`src/rtl/xcfr_pkg.sv`:
```
`timescale 1ns / 1ps
package xcfr_pkg;

	localparam int MAX_PAYLOAD = 16;
	localparam int IDX_W       = $clog2(MAX_PAYLOAD);
	localparam int LEN_W       = IDX_W + 1;

	localparam logic [7:0] SYNC_BYTE = 8'h06;

	localparam logic [LEN_W-1:0] EXP_LEN_RST  = LEN_W'(1);
	localparam logic [7:0]       ACC_TYPE_RST = 8'd133;

	// register indexes
	localparam logic REG_EXP_LEN  = 1'b0;
	localparam logic REG_ACC_TYPE = 1'b1;

	// result status codes
	localparam logic [1:0] ST_GOOD = 2'd0;
	localparam logic [1:0] ST_TYPE = 2'd1;
	localparam logic [1:0] ST_LEN  = 2'd2;
	localparam logic [1:0] ST_CSUM = 2'd3;

	typedef enum logic [2:0] {
		S_HUNT,
		S_TYPE,
		S_LEN,
		S_DATA,
		S_CHECK,
		S_EMIT
	} phase_t;

	typedef struct packed {
		logic       load_len;   // length byte accepted, start payload
		logic       store;      // payload word accepted
		logic       clr;        // back to hunting
		logic       emit_err;
		logic [1:0] err_code;
		logic       emit_good;
	} cmd_t;

	typedef struct packed {
		logic is_sync;
		logic type_ok;
		logic len_ok;
		logic fill_done;
		logic csum_ok;
		logic out_free;
		logic emit_last;
	} stat_t;

endpackage

```
`src/rtl/xcfr_ctrl.sv`:
```
`timescale 1ns / 1ps
module xcfr_ctrl (
	input  logic           clk,
	input  logic           arst_n,
	input  logic           in_valid,
	output logic           in_ready,
	input  xcfr_pkg::stat_t stat,
	output xcfr_pkg::cmd_t  cmd
);

	xcfr_pkg::phase_t state_q, state_d;
	logic acc;

	always_ff @(posedge clk or negedge arst_n) begin
		if (!arst_n) begin
			state_q <= xcfr_pkg::S_HUNT;
		end else begin
			state_q <= state_d;
		end
	end

	assign in_ready = (state_q != xcfr_pkg::S_EMIT) && stat.out_free;
	assign acc      = in_valid && in_ready;

	always_comb begin
		state_d = state_q;
		cmd     = '0;
		unique case (state_q)
			xcfr_pkg::S_HUNT: begin
				if (acc && stat.is_sync) begin
					state_d = xcfr_pkg::S_TYPE;
				end
			end
			xcfr_pkg::S_TYPE: begin
				if (acc) begin
					if (stat.type_ok) begin
						state_d = xcfr_pkg::S_LEN;
					end else begin
						cmd.emit_err = 1'b1;
						cmd.err_code = xcfr_pkg::ST_TYPE;
						cmd.clr      = 1'b1;
						state_d      = xcfr_pkg::S_HUNT;
					end
				end
			end
			xcfr_pkg::S_LEN: begin
				if (acc) begin
					if (stat.len_ok) begin
						cmd.load_len = 1'b1;
						state_d      = xcfr_pkg::S_DATA;
					end else begin
						cmd.emit_err = 1'b1;
						cmd.err_code = xcfr_pkg::ST_LEN;
						cmd.clr      = 1'b1;
						state_d      = xcfr_pkg::S_HUNT;
					end
				end
			end
			xcfr_pkg::S_DATA: begin
				if (acc) begin
					cmd.store = 1'b1;
					if (stat.fill_done) begin
						state_d = xcfr_pkg::S_CHECK;
					end
				end
			end
			xcfr_pkg::S_CHECK: begin
				if (acc) begin
					if (stat.csum_ok) begin
						state_d = xcfr_pkg::S_EMIT;
					end else begin
						cmd.emit_err = 1'b1;
						cmd.err_code = xcfr_pkg::ST_CSUM;
						cmd.clr      = 1'b1;
						state_d      = xcfr_pkg::S_HUNT;
					end
				end
			end
			xcfr_pkg::S_EMIT: begin
				if (stat.out_free) begin
					cmd.emit_good = 1'b1;
					if (stat.emit_last) begin
						cmd.clr = 1'b1;
						state_d = xcfr_pkg::S_HUNT;
					end
				end
			end
			default: begin
				cmd.clr = 1'b1;
				state_d = xcfr_pkg::S_HUNT;
			end
		endcase
	end

	a_no_input_while_draining: assert property (@(posedge clk) disable iff (!arst_n)
		state_q == xcfr_pkg::S_EMIT |-> !in_ready)
		else $error("input accepted while draining a frame");

	a_err_returns_to_hunt: assert property (@(posedge clk) disable iff (!arst_n)
		cmd.emit_err |=> state_q == xcfr_pkg::S_HUNT)
		else $error("error word did not return to hunt");

	a_one_load: assert property (@(posedge clk) disable iff (!arst_n)
		!(cmd.emit_err && cmd.emit_good))
		else $error("two loads of the output register in one cycle");

endmodule

```
`src/rtl/xcfr_dp.sv`:
```
`timescale 1ns / 1ps
module xcfr_dp (
	input  logic                       clk,
	input  logic                       arst_n,
	input  logic [7:0]                 rx_byte,
	input  logic                       cfg_we,
	input  logic                       cfg_index,
	input  logic [7:0]                 cfg_data,
	input  xcfr_pkg::cmd_t             cmd,
	output xcfr_pkg::stat_t            stat,
	output logic                       out_valid,
	input  logic                       out_ready,
	output logic [1:0]                 status,
	output logic [7:0]                 payload_byte,
	output logic [xcfr_pkg::IDX_W-1:0] byte_index,
	output logic                       last
);

	logic [xcfr_pkg::LEN_W-1:0] exp_len_q;
	logic [7:0]                 acc_type_q;
	logic [xcfr_pkg::LEN_W-1:0] decl_len_q;
	logic [xcfr_pkg::LEN_W-1:0] fill_q;
	logic [7:0]                 xor_q;
	logic [xcfr_pkg::IDX_W-1:0] emit_idx_q;
	logic [7:0]                 store_q [xcfr_pkg::MAX_PAYLOAD];
	logic                       out_valid_q;
	logic [1:0]                 status_q;
	logic [7:0]                 payload_q;
	logic [xcfr_pkg::IDX_W-1:0] index_q;
	logic                       last_q;
	logic [xcfr_pkg::LEN_W-1:0] fill_inc;
	logic [xcfr_pkg::LEN_W-1:0] emit_cnt;

	always_ff @(posedge clk or negedge arst_n) begin
		if (!arst_n) begin
			exp_len_q  <= xcfr_pkg::EXP_LEN_RST;
			acc_type_q <= xcfr_pkg::ACC_TYPE_RST;
		end else if (cfg_we) begin
			unique case (cfg_index)
				xcfr_pkg::REG_EXP_LEN:  exp_len_q  <= cfg_data[xcfr_pkg::LEN_W-1:0];
				xcfr_pkg::REG_ACC_TYPE: acc_type_q <= cfg_data;
				default: ;
			endcase
		end
	end

	assign fill_inc = fill_q + 1'b1;
	assign emit_cnt = {1'b0, emit_idx_q} + 1'b1;

	always_comb begin
		stat.is_sync   = rx_byte == xcfr_pkg::SYNC_BYTE;
		stat.type_ok   = rx_byte == acc_type_q;
		stat.len_ok    = (rx_byte == 8'(exp_len_q)) && (rx_byte != 8'd0)
			&& (rx_byte <= 8'(xcfr_pkg::MAX_PAYLOAD));
		stat.fill_done = fill_inc >= decl_len_q;
		stat.csum_ok   = rx_byte == xor_q;
		stat.out_free  = !out_valid_q || out_ready;
		stat.emit_last = emit_cnt == decl_len_q;
	end

	always_ff @(posedge clk or negedge arst_n) begin
		if (!arst_n) begin
			decl_len_q <= '0;
			fill_q     <= '0;
			xor_q      <= '0;
			emit_idx_q <= '0;
		end else if (cmd.clr) begin
			decl_len_q <= '0;
			fill_q     <= '0;
			xor_q      <= '0;
			emit_idx_q <= '0;
		end else if (cmd.load_len) begin
			decl_len_q <= rx_byte[xcfr_pkg::LEN_W-1:0];
			fill_q     <= '0;
			xor_q      <= rx_byte;
			emit_idx_q <= '0;
		end else begin
			if (cmd.store) begin
				fill_q <= fill_inc;
				xor_q  <= xor_q ^ rx_byte;
			end
			if (cmd.emit_good) begin
				emit_idx_q <= emit_idx_q + 1'b1;
			end
		end
	end

	// payload store, no reset: only entries of the current frame are read
	always_ff @(posedge clk) begin
		if (cmd.store) begin
			store_q[fill_q[xcfr_pkg::IDX_W-1:0]] <= rx_byte;
		end
	end

	always_ff @(posedge clk or negedge arst_n) begin
		if (!arst_n) begin
			out_valid_q <= 1'b0;
		end else if (cmd.emit_err || cmd.emit_good) begin
			out_valid_q <= 1'b1;
		end else if (out_ready) begin
			out_valid_q <= 1'b0;
		end
	end

	always_ff @(posedge clk) begin
		if (cmd.emit_err) begin
			status_q  <= cmd.err_code;
			payload_q <= '0;
			index_q   <= '0;
			last_q    <= 1'b1;
		end else if (cmd.emit_good) begin
			status_q  <= xcfr_pkg::ST_GOOD;
			payload_q <= store_q[emit_idx_q];
			index_q   <= emit_idx_q;
			last_q    <= stat.emit_last;
		end
	end

	assign out_valid    = out_valid_q;
	assign status       = status_q;
	assign payload_byte = payload_q;
	assign byte_index   = index_q;
	assign last         = last_q;

endmodule

```
`src/rtl/xor_checked_frame_receiver.sv`:
```
`timescale 1ns / 1ps
// Frame receiver for a byte stream: sync 0x06, type, length, payload, XOR
// checksum over length and payload. Each received word is taken whenever
// the receiver is not draining a frame and the output register is empty or
// being emptied. A good frame of N payload bytes is then drained as N
// result words, one per cycle while the output register is free, from the
// single read port of the payload store, and input is held off while they
// drain. Error words (wrong type, wrong length, bad checksum) are loaded in
// the same cycle as the offending byte and the receiver is hunting for sync
// again at once.
// Register 0 is the expected length (5 bits), register 1 the accepted
// type byte; write them only while idle.
module xor_checked_frame_receiver (
	input  logic                       clk,
	input  logic                       arst_n,
	// received bytes
	input  logic                       in_valid,
	output logic                       in_ready,
	input  logic [7:0]                 rx_byte,
	// results
	output logic                       out_valid,
	input  logic                       out_ready,
	output logic [1:0]                 status,
	output logic [7:0]                 payload_byte,
	output logic [xcfr_pkg::IDX_W-1:0] byte_index,
	output logic                       last,
	// register writes
	input  logic                       cfg_we,
	input  logic                       cfg_index,
	input  logic [7:0]                 cfg_data
);

	xcfr_pkg::cmd_t  cmd;
	xcfr_pkg::stat_t stat;

	// phase sequencing
	xcfr_ctrl u_ctrl (
		.clk      (clk),
		.arst_n   (arst_n),
		.in_valid (in_valid),
		.in_ready (in_ready),
		.stat     (stat),
		.cmd      (cmd)
	);

	// compares, running XOR, payload store, output register
	xcfr_dp u_dp (
		.clk          (clk),
		.arst_n       (arst_n),
		.rx_byte      (rx_byte),
		.cfg_we       (cfg_we),
		.cfg_index    (cfg_index),
		.cfg_data     (cfg_data),
		.cmd          (cmd),
		.stat         (stat),
		.out_valid    (out_valid),
		.out_ready    (out_ready),
		.status       (status),
		.payload_byte (payload_byte),
		.byte_index   (byte_index),
		.last         (last)
	);

endmodule
```
`config.mk`:
```
export PLATFORM = sky130hd
export DESIGN_NAME = xor_checked_frame_receiver
export DESIGN_NICKNAME = d
export VERILOG_FILES = /design/src/rtl/xcfr_pkg.sv /design/src/rtl/xcfr_ctrl.sv /design/src/rtl/xcfr_dp.sv /design/src/rtl/xor_checked_frame_receiver.sv
export SDC_FILE = /design/constraint.sdc
export NUM_CORES = 1
export LEC_CHECK = 0
export BUFFER_PORTS_ARGS = -buffer_cell sky130_fd_sc_hd__buf_2
export CAP_MARGIN = 25
export CORE_MARGIN = 2
export CORE_UTILIZATION = 50
export CTS_BUF_LIST = sky130_fd_sc_hd__clkbuf_8
export DETAILED_ROUTE_END_ITERATION = 6
export PLACE_DENSITY = 0.67
export SLEW_MARGIN = 20
export SYNTH_ARGS = -nofsm -noshare
export SYNTH_HDL_FRONTEND = slang
export SYNTH_SLANG_ARGS = --single-unit
```
`constraint.sdc`:
```
create_clock -name clk -period 2.7 [get_ports clk]
set_input_delay 0.135 -clock clk [delete_from_list [all_inputs] [get_ports clk]]
set_output_delay 0.135 -clock clk [all_outputs]
set_load 0.03 [all_outputs]
```
Word-level counts from Yosys, hierarchy flattened

Memories as Yosys holds them, arrays and structs flattened. A register that Yosys moved wholly into a read port is not among the register bits.
Index checks and enable logic that the tools add are counted.
W data, S select, Z words.

Register bits after elaboration: 46
RAM bits: 128
Bits of input ports: 22
Output and inout port bits: 17
Memories kept: 1

Memories:

| memory       | depth | width | read ports | clocked after memory_dff | wr ports | RTL line      | text |
|---|---|---|---|---|---|---|---|
| u_dp.store_q | 16    | 8     | 1          | 1                        | 1        | xcfr_dp.sv:25 | `logic [7:0] store_q [xcfr_pkg::MAX_PAYLOAD];` |

$add $sub $neg: 3
$lt $le $gt $ge: 2
Equality and inequality tests: 19
Mux-type cells: 46
Bitwise logic cells: 2
Reduce and logical (&&, ||, !) cells: 19

Operator list:

| cell                  | count |
|---|---|
| $mux W4               | 9 |
| $mux W3               | 9 |
| $mux W5               | 5 |
| $mux W8               | 3 |
| $pmux W3 S6           | 1 |
| $eq A8 B8 Y1          | 2 |
| $mux W1               | 13 |
| $ne A2 B1 Y1 const B  | 6 |
| $pmux W3 S3           | 1 |
| $eq A8 B3 Y1 const B  | 1 |
| $eq A8 B5 Y1          | 1 |
| $le A8 B5 Y1 const B  | 1 |
| $mux W2               | 4 |
| $reduce_and A8 Y1     | 1 |
| $reduce_bool A8 Y1    | 1 |
| $xor A8 B8 Y8         | 1 |
| $eq A3 B2 Y1 const B  | 2 |
| $eq A3 B3 Y1 const B  | 2 |
| $reduce_bool A2 Y1    | 3 |
| $reduce_bool A3 Y1    | 2 |
| $add A4 B1 Y5 const B | 1 |
| $add A5 B1 Y5 const B | 1 |
| $eq A5 B5 Y1          | 1 |
| $ge A5 B5 Y1          | 1 |
| other kinds (12)      | 19 |

Longest topological paths before layout

Word-level depth: 9
Mapped depth: 9
Depth with buffers taken out: 8

Hierarchy

Synthesis repeated with hierarchy kept, for this count alone.

Cell total of the unflattened synthesis: 531
Area, all modules: 7975.1 um2

By module, submodules not included:

| module    | times used | cells an instance | area each (um2) | seq. area each (um2) |
|---|---|---|---|---|
| xcfr_dp   | 1          | 483               | 7584.8          | 5069.9 |
| xcfr_ctrl | 1          | 48                | 390.4           | 75.1 |

Worst setup path after synthesis

No wires, ideal clock.

Path kind: register -> register
Start point: register u_ctrl.state_q[2]
End point: memory u_dp.store_q[2][0] (enable)
Setup time: 0.383 ns
Arrival: 2.025 ns
Path slack: 0.291 ns
Cell stages (with the launch flop): 7
Clock period less this slack: 2.409 ns
Cells stage by stage: dfrtp_1 > buf_2 > nand3b_1 > nor3b_4 > buf_2 > nand2_1 > nor3_1

Longest elaborated chain between the ends: 7
Elaborated cells on any way between the ends: 8

Ends and longest elaborated chain:

| element                           | RTL line        | text |
|---|---|---|
| start: declaration                | xcfr_ctrl.sv:11 | `xcfr_pkg::phase_t state_q, state_d;` |
| start signal: assignment          | xcfr_ctrl.sv:16 | `state_q <= xcfr_pkg::S_HUNT;` |
| start signal: assignment          | xcfr_ctrl.sv:18 | `state_q <= state_d;` |
| $ne A3 B3 Y1                      | xcfr_ctrl.sv:22 | `assign in_ready = (state_q != xcfr_pkg::S_EMIT) && stat.out_free;` |
| $logic_and A1 B1 Y1               | xcfr_ctrl.sv:22 |  |
| $logic_and A1 B1 Y1               | xcfr_ctrl.sv:23 | `assign acc = in_valid && in_ready;` |
| $mux W1                           | xcfr_ctrl.sv:60 | `if (acc) begin` |
| $mux W1 (*)                       | xcfr_ctrl.sv:28 | `unique case (state_q)` |
| $mux W1 (*)                       | xcfr_dp.sv:90   | `if (cmd.store) begin` |
| $mux W1 (not written as such) (*) | xcfr_dp.sv:91   | `store_q[fill_q[xcfr_pkg::IDX_W-1:0]] <= rx_byte;` |
| end: declaration                  | xcfr_dp.sv:25   |  |

Mark *: on every way between the ends. The rest lies on a longest branch, timed or not.

Final worst setup path

Start point: register u_dp.out_valid_q, in the netlist u_dp.out_valid
End point: register u_dp.decl_len_q[2] (netlist name)

Longest elaborated chain between the ends: 7
Elaborated cells on any way between the ends: 13

Ends and longest elaborated chain:

| element                                              | RTL line        | text |
|---|---|---|
| start: declaration                                   | xcfr_dp.sv:26   | `logic out_valid_q;` |
| start signal: assignment                             | xcfr_dp.sv:97   | `out_valid_q <= 1'b0;` |
| start signal: assignment                             | xcfr_dp.sv:99   | `out_valid_q <= 1'b1;` |
| start signal: assignment                             | xcfr_dp.sv:101  | `out_valid_q <= 1'b0;` |
| $logic_not A1 Y1 (*)                                 | xcfr_dp.sv:57   | `stat.out_free = !out_valid_q \|\| out_ready;` |
| $logic_or A1 B1 Y1 (*)                               | xcfr_dp.sv:57   |  |
| $logic_and A1 B1 Y1                                  | xcfr_ctrl.sv:22 |  |
| $logic_and A1 B1 Y1                                  | xcfr_ctrl.sv:23 |  |
| $mux W4 (tied with other cells)                      | xcfr_ctrl.sv:68 | `if (acc) begin` |
| $pmux W1 S5 / $mux W1 (equally long branches)        | xcfr_ctrl.sv:28 |  |
| $mux W5 / $reduce_bool A2 Y1 (equally long branches) | n/a             |  |
| end signal: assignment                               | xcfr_dp.sv:73   | `decl_len_q <= rx_byte[xcfr_pkg::LEN_W-1:0];` |
| end: declaration                                     | xcfr_dp.sv:21   | `logic [xcfr_pkg::LEN_W-1:0] decl_len_q;` |

Marked as above.
A chain may end at the register's enable or synchronous reset.

==> run_results.csv <==
group,metric,value,unit
synth,synth_cells,516,
critical_path,end_kind,"flip-flop",
finish,areaGrowthSynthToFinish,12.1,%
floorplan,io_pins,39,
clock_tree,clk_path_buf_depth,2,
clock_tree,cts_tree,"built",
sta,rsz0062_at_grt,"false",
synth,synth_largest_type_area_fraction,48.3,%
critical_path,cp-start-kind,"flip-flop",
synth,ys_ff_latch,182,
finish,drive_gt1_share,30.3,%
synth,synthTopCellsByArea,"edfxtp_1, mux4_2, dfrtp_1",
critical_path,cp_slowest_cell,"o21ai_1",
synth,synthDistinctLibCells,58,
floorplan,fp-row-count,46,
clock_tree,clk_pin_slew,0.09,ns
floorplan,die_area,17200,µm²
pwr,total_leakage_power,3.21,nW
synth,syn_area,8080,µm²
global_routing,first_global_vias,4575,
clock_tree,cts_sinks,182,
sta,tightest_slew,0.913,ns
placement,place_hpwl,11.3,mm
sta,min_period,2.35,ns
detailed_routing,ant_nets,0,
outcome,status,"finished clean",
detailed_routing,initialDrtViolationCount,463,
synth,synthTopCellsByCount,"edfxtp_1, nand2_1, mux4_2, dfrtp_1, nor2_1",
clock_tree,cts_inserted_buffers,17,
synth,yosysMostFrequentCell,"edfxtp_1",
floorplan,die_x,131,µm
detailed_routing,first_pass_iters,4,
flow_run,max_cap_violations,0,
synth,yosysSeqAreaShare,63.7,%
finish,num_antenna_cells,0,
sta,fmax,0.425,GHz
synth,syn-mean-instance-area,15.7,µm²
finish,regArea,5150,µm²
synth,synth_edf_count,130,
global_routing,grt_pass1_wl,26.3,mm
detailed_routing,wirelength,16.6,mm
finish,fin_cells,814,
pwr,p_seq_share,47.8,%
critical_path,path_class,"reg2reg",
pwr,p_sw_share,32.2,%
finish,utilization,57.3,%
critical_path,cpPeakStageDelay,0.53,ns
pwr,p_clk_share,24.1,%
global_routing,antenna_found_initial,0,
sta,period_share,87.2,%
clock_tree,clock_latency,0.46,ns
finish,fillCellCount,1231,
floorplan,die_y,131,µm
global_routing,grt_start_max_net_pins,40,
pwr,ir_worst_vdd,0.374,mV
synth,ys_warn_count,0,
sta,finalHoldViolCount,0,
floorplan,core,15800,µm²
clock_tree,root_buffer,"clkbuf_8",
clock_tree,htree_levels,4,
synth,netlist.top_cell.by_area,"edfxtp_1",
min_path,hp-class,"in2reg",
sta,setup-tns-final,0,ns
synth,synthFlopType,"edfxtp_1",
critical_path,critPathRequiredTime,3.06,ns
sta,slew_viol_final,0,
placement,place_inst,773,
pwr,switchingPower,2.32,mW
global_routing,grt_remaining_overflow,0,
synth,syn-num-nets,548,
placement,gp_congestion,0.861,
finish,multi_input_area,2740,µm²
sta,max_slew_margin,39.1,%
critical_path,path_max_fanout,19,
finish,fin_nets,617,
pwr,combPwrFrac,28.1,%
pwr,internal_power,4.88,mW
detailed_routing,wire_per_inst,20.4,µm
sta,final.setup_skew,0.0103,ns
detailed_routing,viasPerCell,5.53,
placement,port_buffers,38,
floorplan,initial_core_util,51.1,%
pwr,p_per_area,795,nW/µm²
detailed_routing,drc_errors,0,
critical_path,worstPathArrival,2.72,ns
sta,fin_hold_ws,0.0797,ns
critical_path,crit_chain,"nand2b_1 > nand2_1 > nor2_1 > o21ai_1 > nand3_4 > o21ai_0",
detailed_routing,vias,4498,
global_routing,grt.total_usage,20.3,%
synth,async_flop_share,21.4,%
sta,setup_viol,0,
[worst paths after layout]
check                                                 from                         endpoint  slack (ns)  cells after the start
min in group asynchronous                           arst_n    u_dp.exp_len_q[2]$_DFFE_PN0P_        0.34                      2
max in group asynchronous                           arst_n   u_dp.emit_idx_q[0]$_DFFE_PN0P_        1.72                      2
max                             u_dp.out_valid$_DFFE_PN0P_   u_dp.decl_len_q[2]$_DFFE_PN0P_        0.35                      6
min                                             rx_byte[3]   u_dp.decl_len_q[3]$_DFFE_PN0P_        0.08                      3
max reg2reg                     u_dp.out_valid$_DFFE_PN0P_   u_dp.decl_len_q[2]$_DFFE_PN0P_        0.35                      6
min reg2reg                u_dp.byte_index[1]$_SDFFE_PP0P_  u_dp.byte_index[1]$_SDFFE_PP0P_        0.45                      2
[state kept, by name, summed over array words and instances (netlist names)]
| name | flops |
|---|---|
| u_dp.last | 1 |
| u_dp.acc_type_q | 8 |
| u_dp.decl_len_q | 5 |
| u_dp.emit_idx_q | 4 |
| u_dp.byte_index | 4 |
| u_dp.exp_len_q | 5 |
| u_dp.out_valid | 1 |
| u_dp.fill_q | 5 |
| u_dp.payload_byte | 8 |
| u_dp.store_q | 128 |
| u_dp.xor_q | 8 |
| u_ctrl.state_q | 3 |
| u_dp.status | 2 |
[power groups by stage]
stage | combinational (mW) | clock, mW | sequential (mW)
floorplan | 1.49 | 0 | 3.56
global placement | 1.99 | 0 | 3.49
detailed placement | 2.02 | 0 | 3.50
CTS | 2.03 | 1.78 | 3.44
global route | 2.19 | 1.88 | 3.48
finish | 2.02 | 1.74 | 3.45
[per-layer routing]
layer	GRT usage, %	vias up	routed length [µm]
met5	0	-	0
met3	4.21	18	823
met2	31.8	125	8050
li1	-	2070	-
met4	6.16	0	255
met1	29.1	2285	7490
[through the flow]
| step | total power, mW | cell area, µm² | setup WS, ns |
|---|---|---|---|
| after floorplan | 5.06 | 8080 | 0.291 |
| after global placement | 5.48 | 8600 | 0.413 |
| after detailed placement | 5.52 | 8600 | 0.327 |
| after CTS | 7.25 | 9060 | 0.337 |
| after global routing | 7.55 | 9060 | 0.178 |
| final | 7.20 | 9060 | 0.346 |
[layout by cell type (no fill, tap or decap), types with 3 or more instances in the layout]
cell type	instances
o21ai_0	12
nand2b_1	10
o2111a_1	3
xor2_1	30
edfxtp_1	130
dlygate4sd3_1	9
nor2b_1	3
mux2_2	13
xnor2_1	10
nand3_1	7
nor2_1	31
o21a_1	3
and3_1	3
dfstp_2	4
a2bb2oi_1	3
nor4_4	3
buf_4	29
clkinv_2	6
dfrtp_1	34
nor2_4	10
buf_2	38
clkbuf_8	17
nand2_1	49
ha_1	10
dfxtp_1	13
mux4_2	40
nand4_1	3
inv_1	9
nor3_1	7
a21oi_1	17
[what timing repair did]
action / 4_1_cts / 5_1_grt
setup buffers: 0 / 0
endpoints found under the hold margin: 48 / 0
hold buffers: 9 / 0
resized for setup: 0 / 0
[layout make-up]
type | count | share of cell area [%]
tap | 216 | 2.98
sequential | 182 | 56.8
multi-input combinational | 299 | 30.2
clock buffer | 17 | 2.58
inverter | 9 | 0.400
timing repair buffer | 76 | 5.49
clock inverter | 15 | 1.53
[cell families (layout without fill, tap and decap cells)]
logic type | count (synthesis) | in the layout | synth area share (%)
buffers and inverters | 35 | 117 | 2.46
AOI/OAI and AO/OA | 53 | 53 | 4.74
and+or+nand+nor | 142 | 142 | 10.2
adders and majority gates | 10 | 10 | 1.55
muxes | 54 | 54 | 13.1
DFF | 182 | 182 | 63.7
xor gates and xnor gates | 40 | 40 | 4.33
[worst max-delay path: cells and delay by family, from the launching register on]
| family | cells | cell delay (ns) |
|---|---|---|
| AND/OR/NAND/NOR | 4 | 1.05 |
| AO/OA/AOI/OAI | 2 | 0.84 |
| flip-flops | 1 | 0.37 |
(Power assumes the default switching activity.)
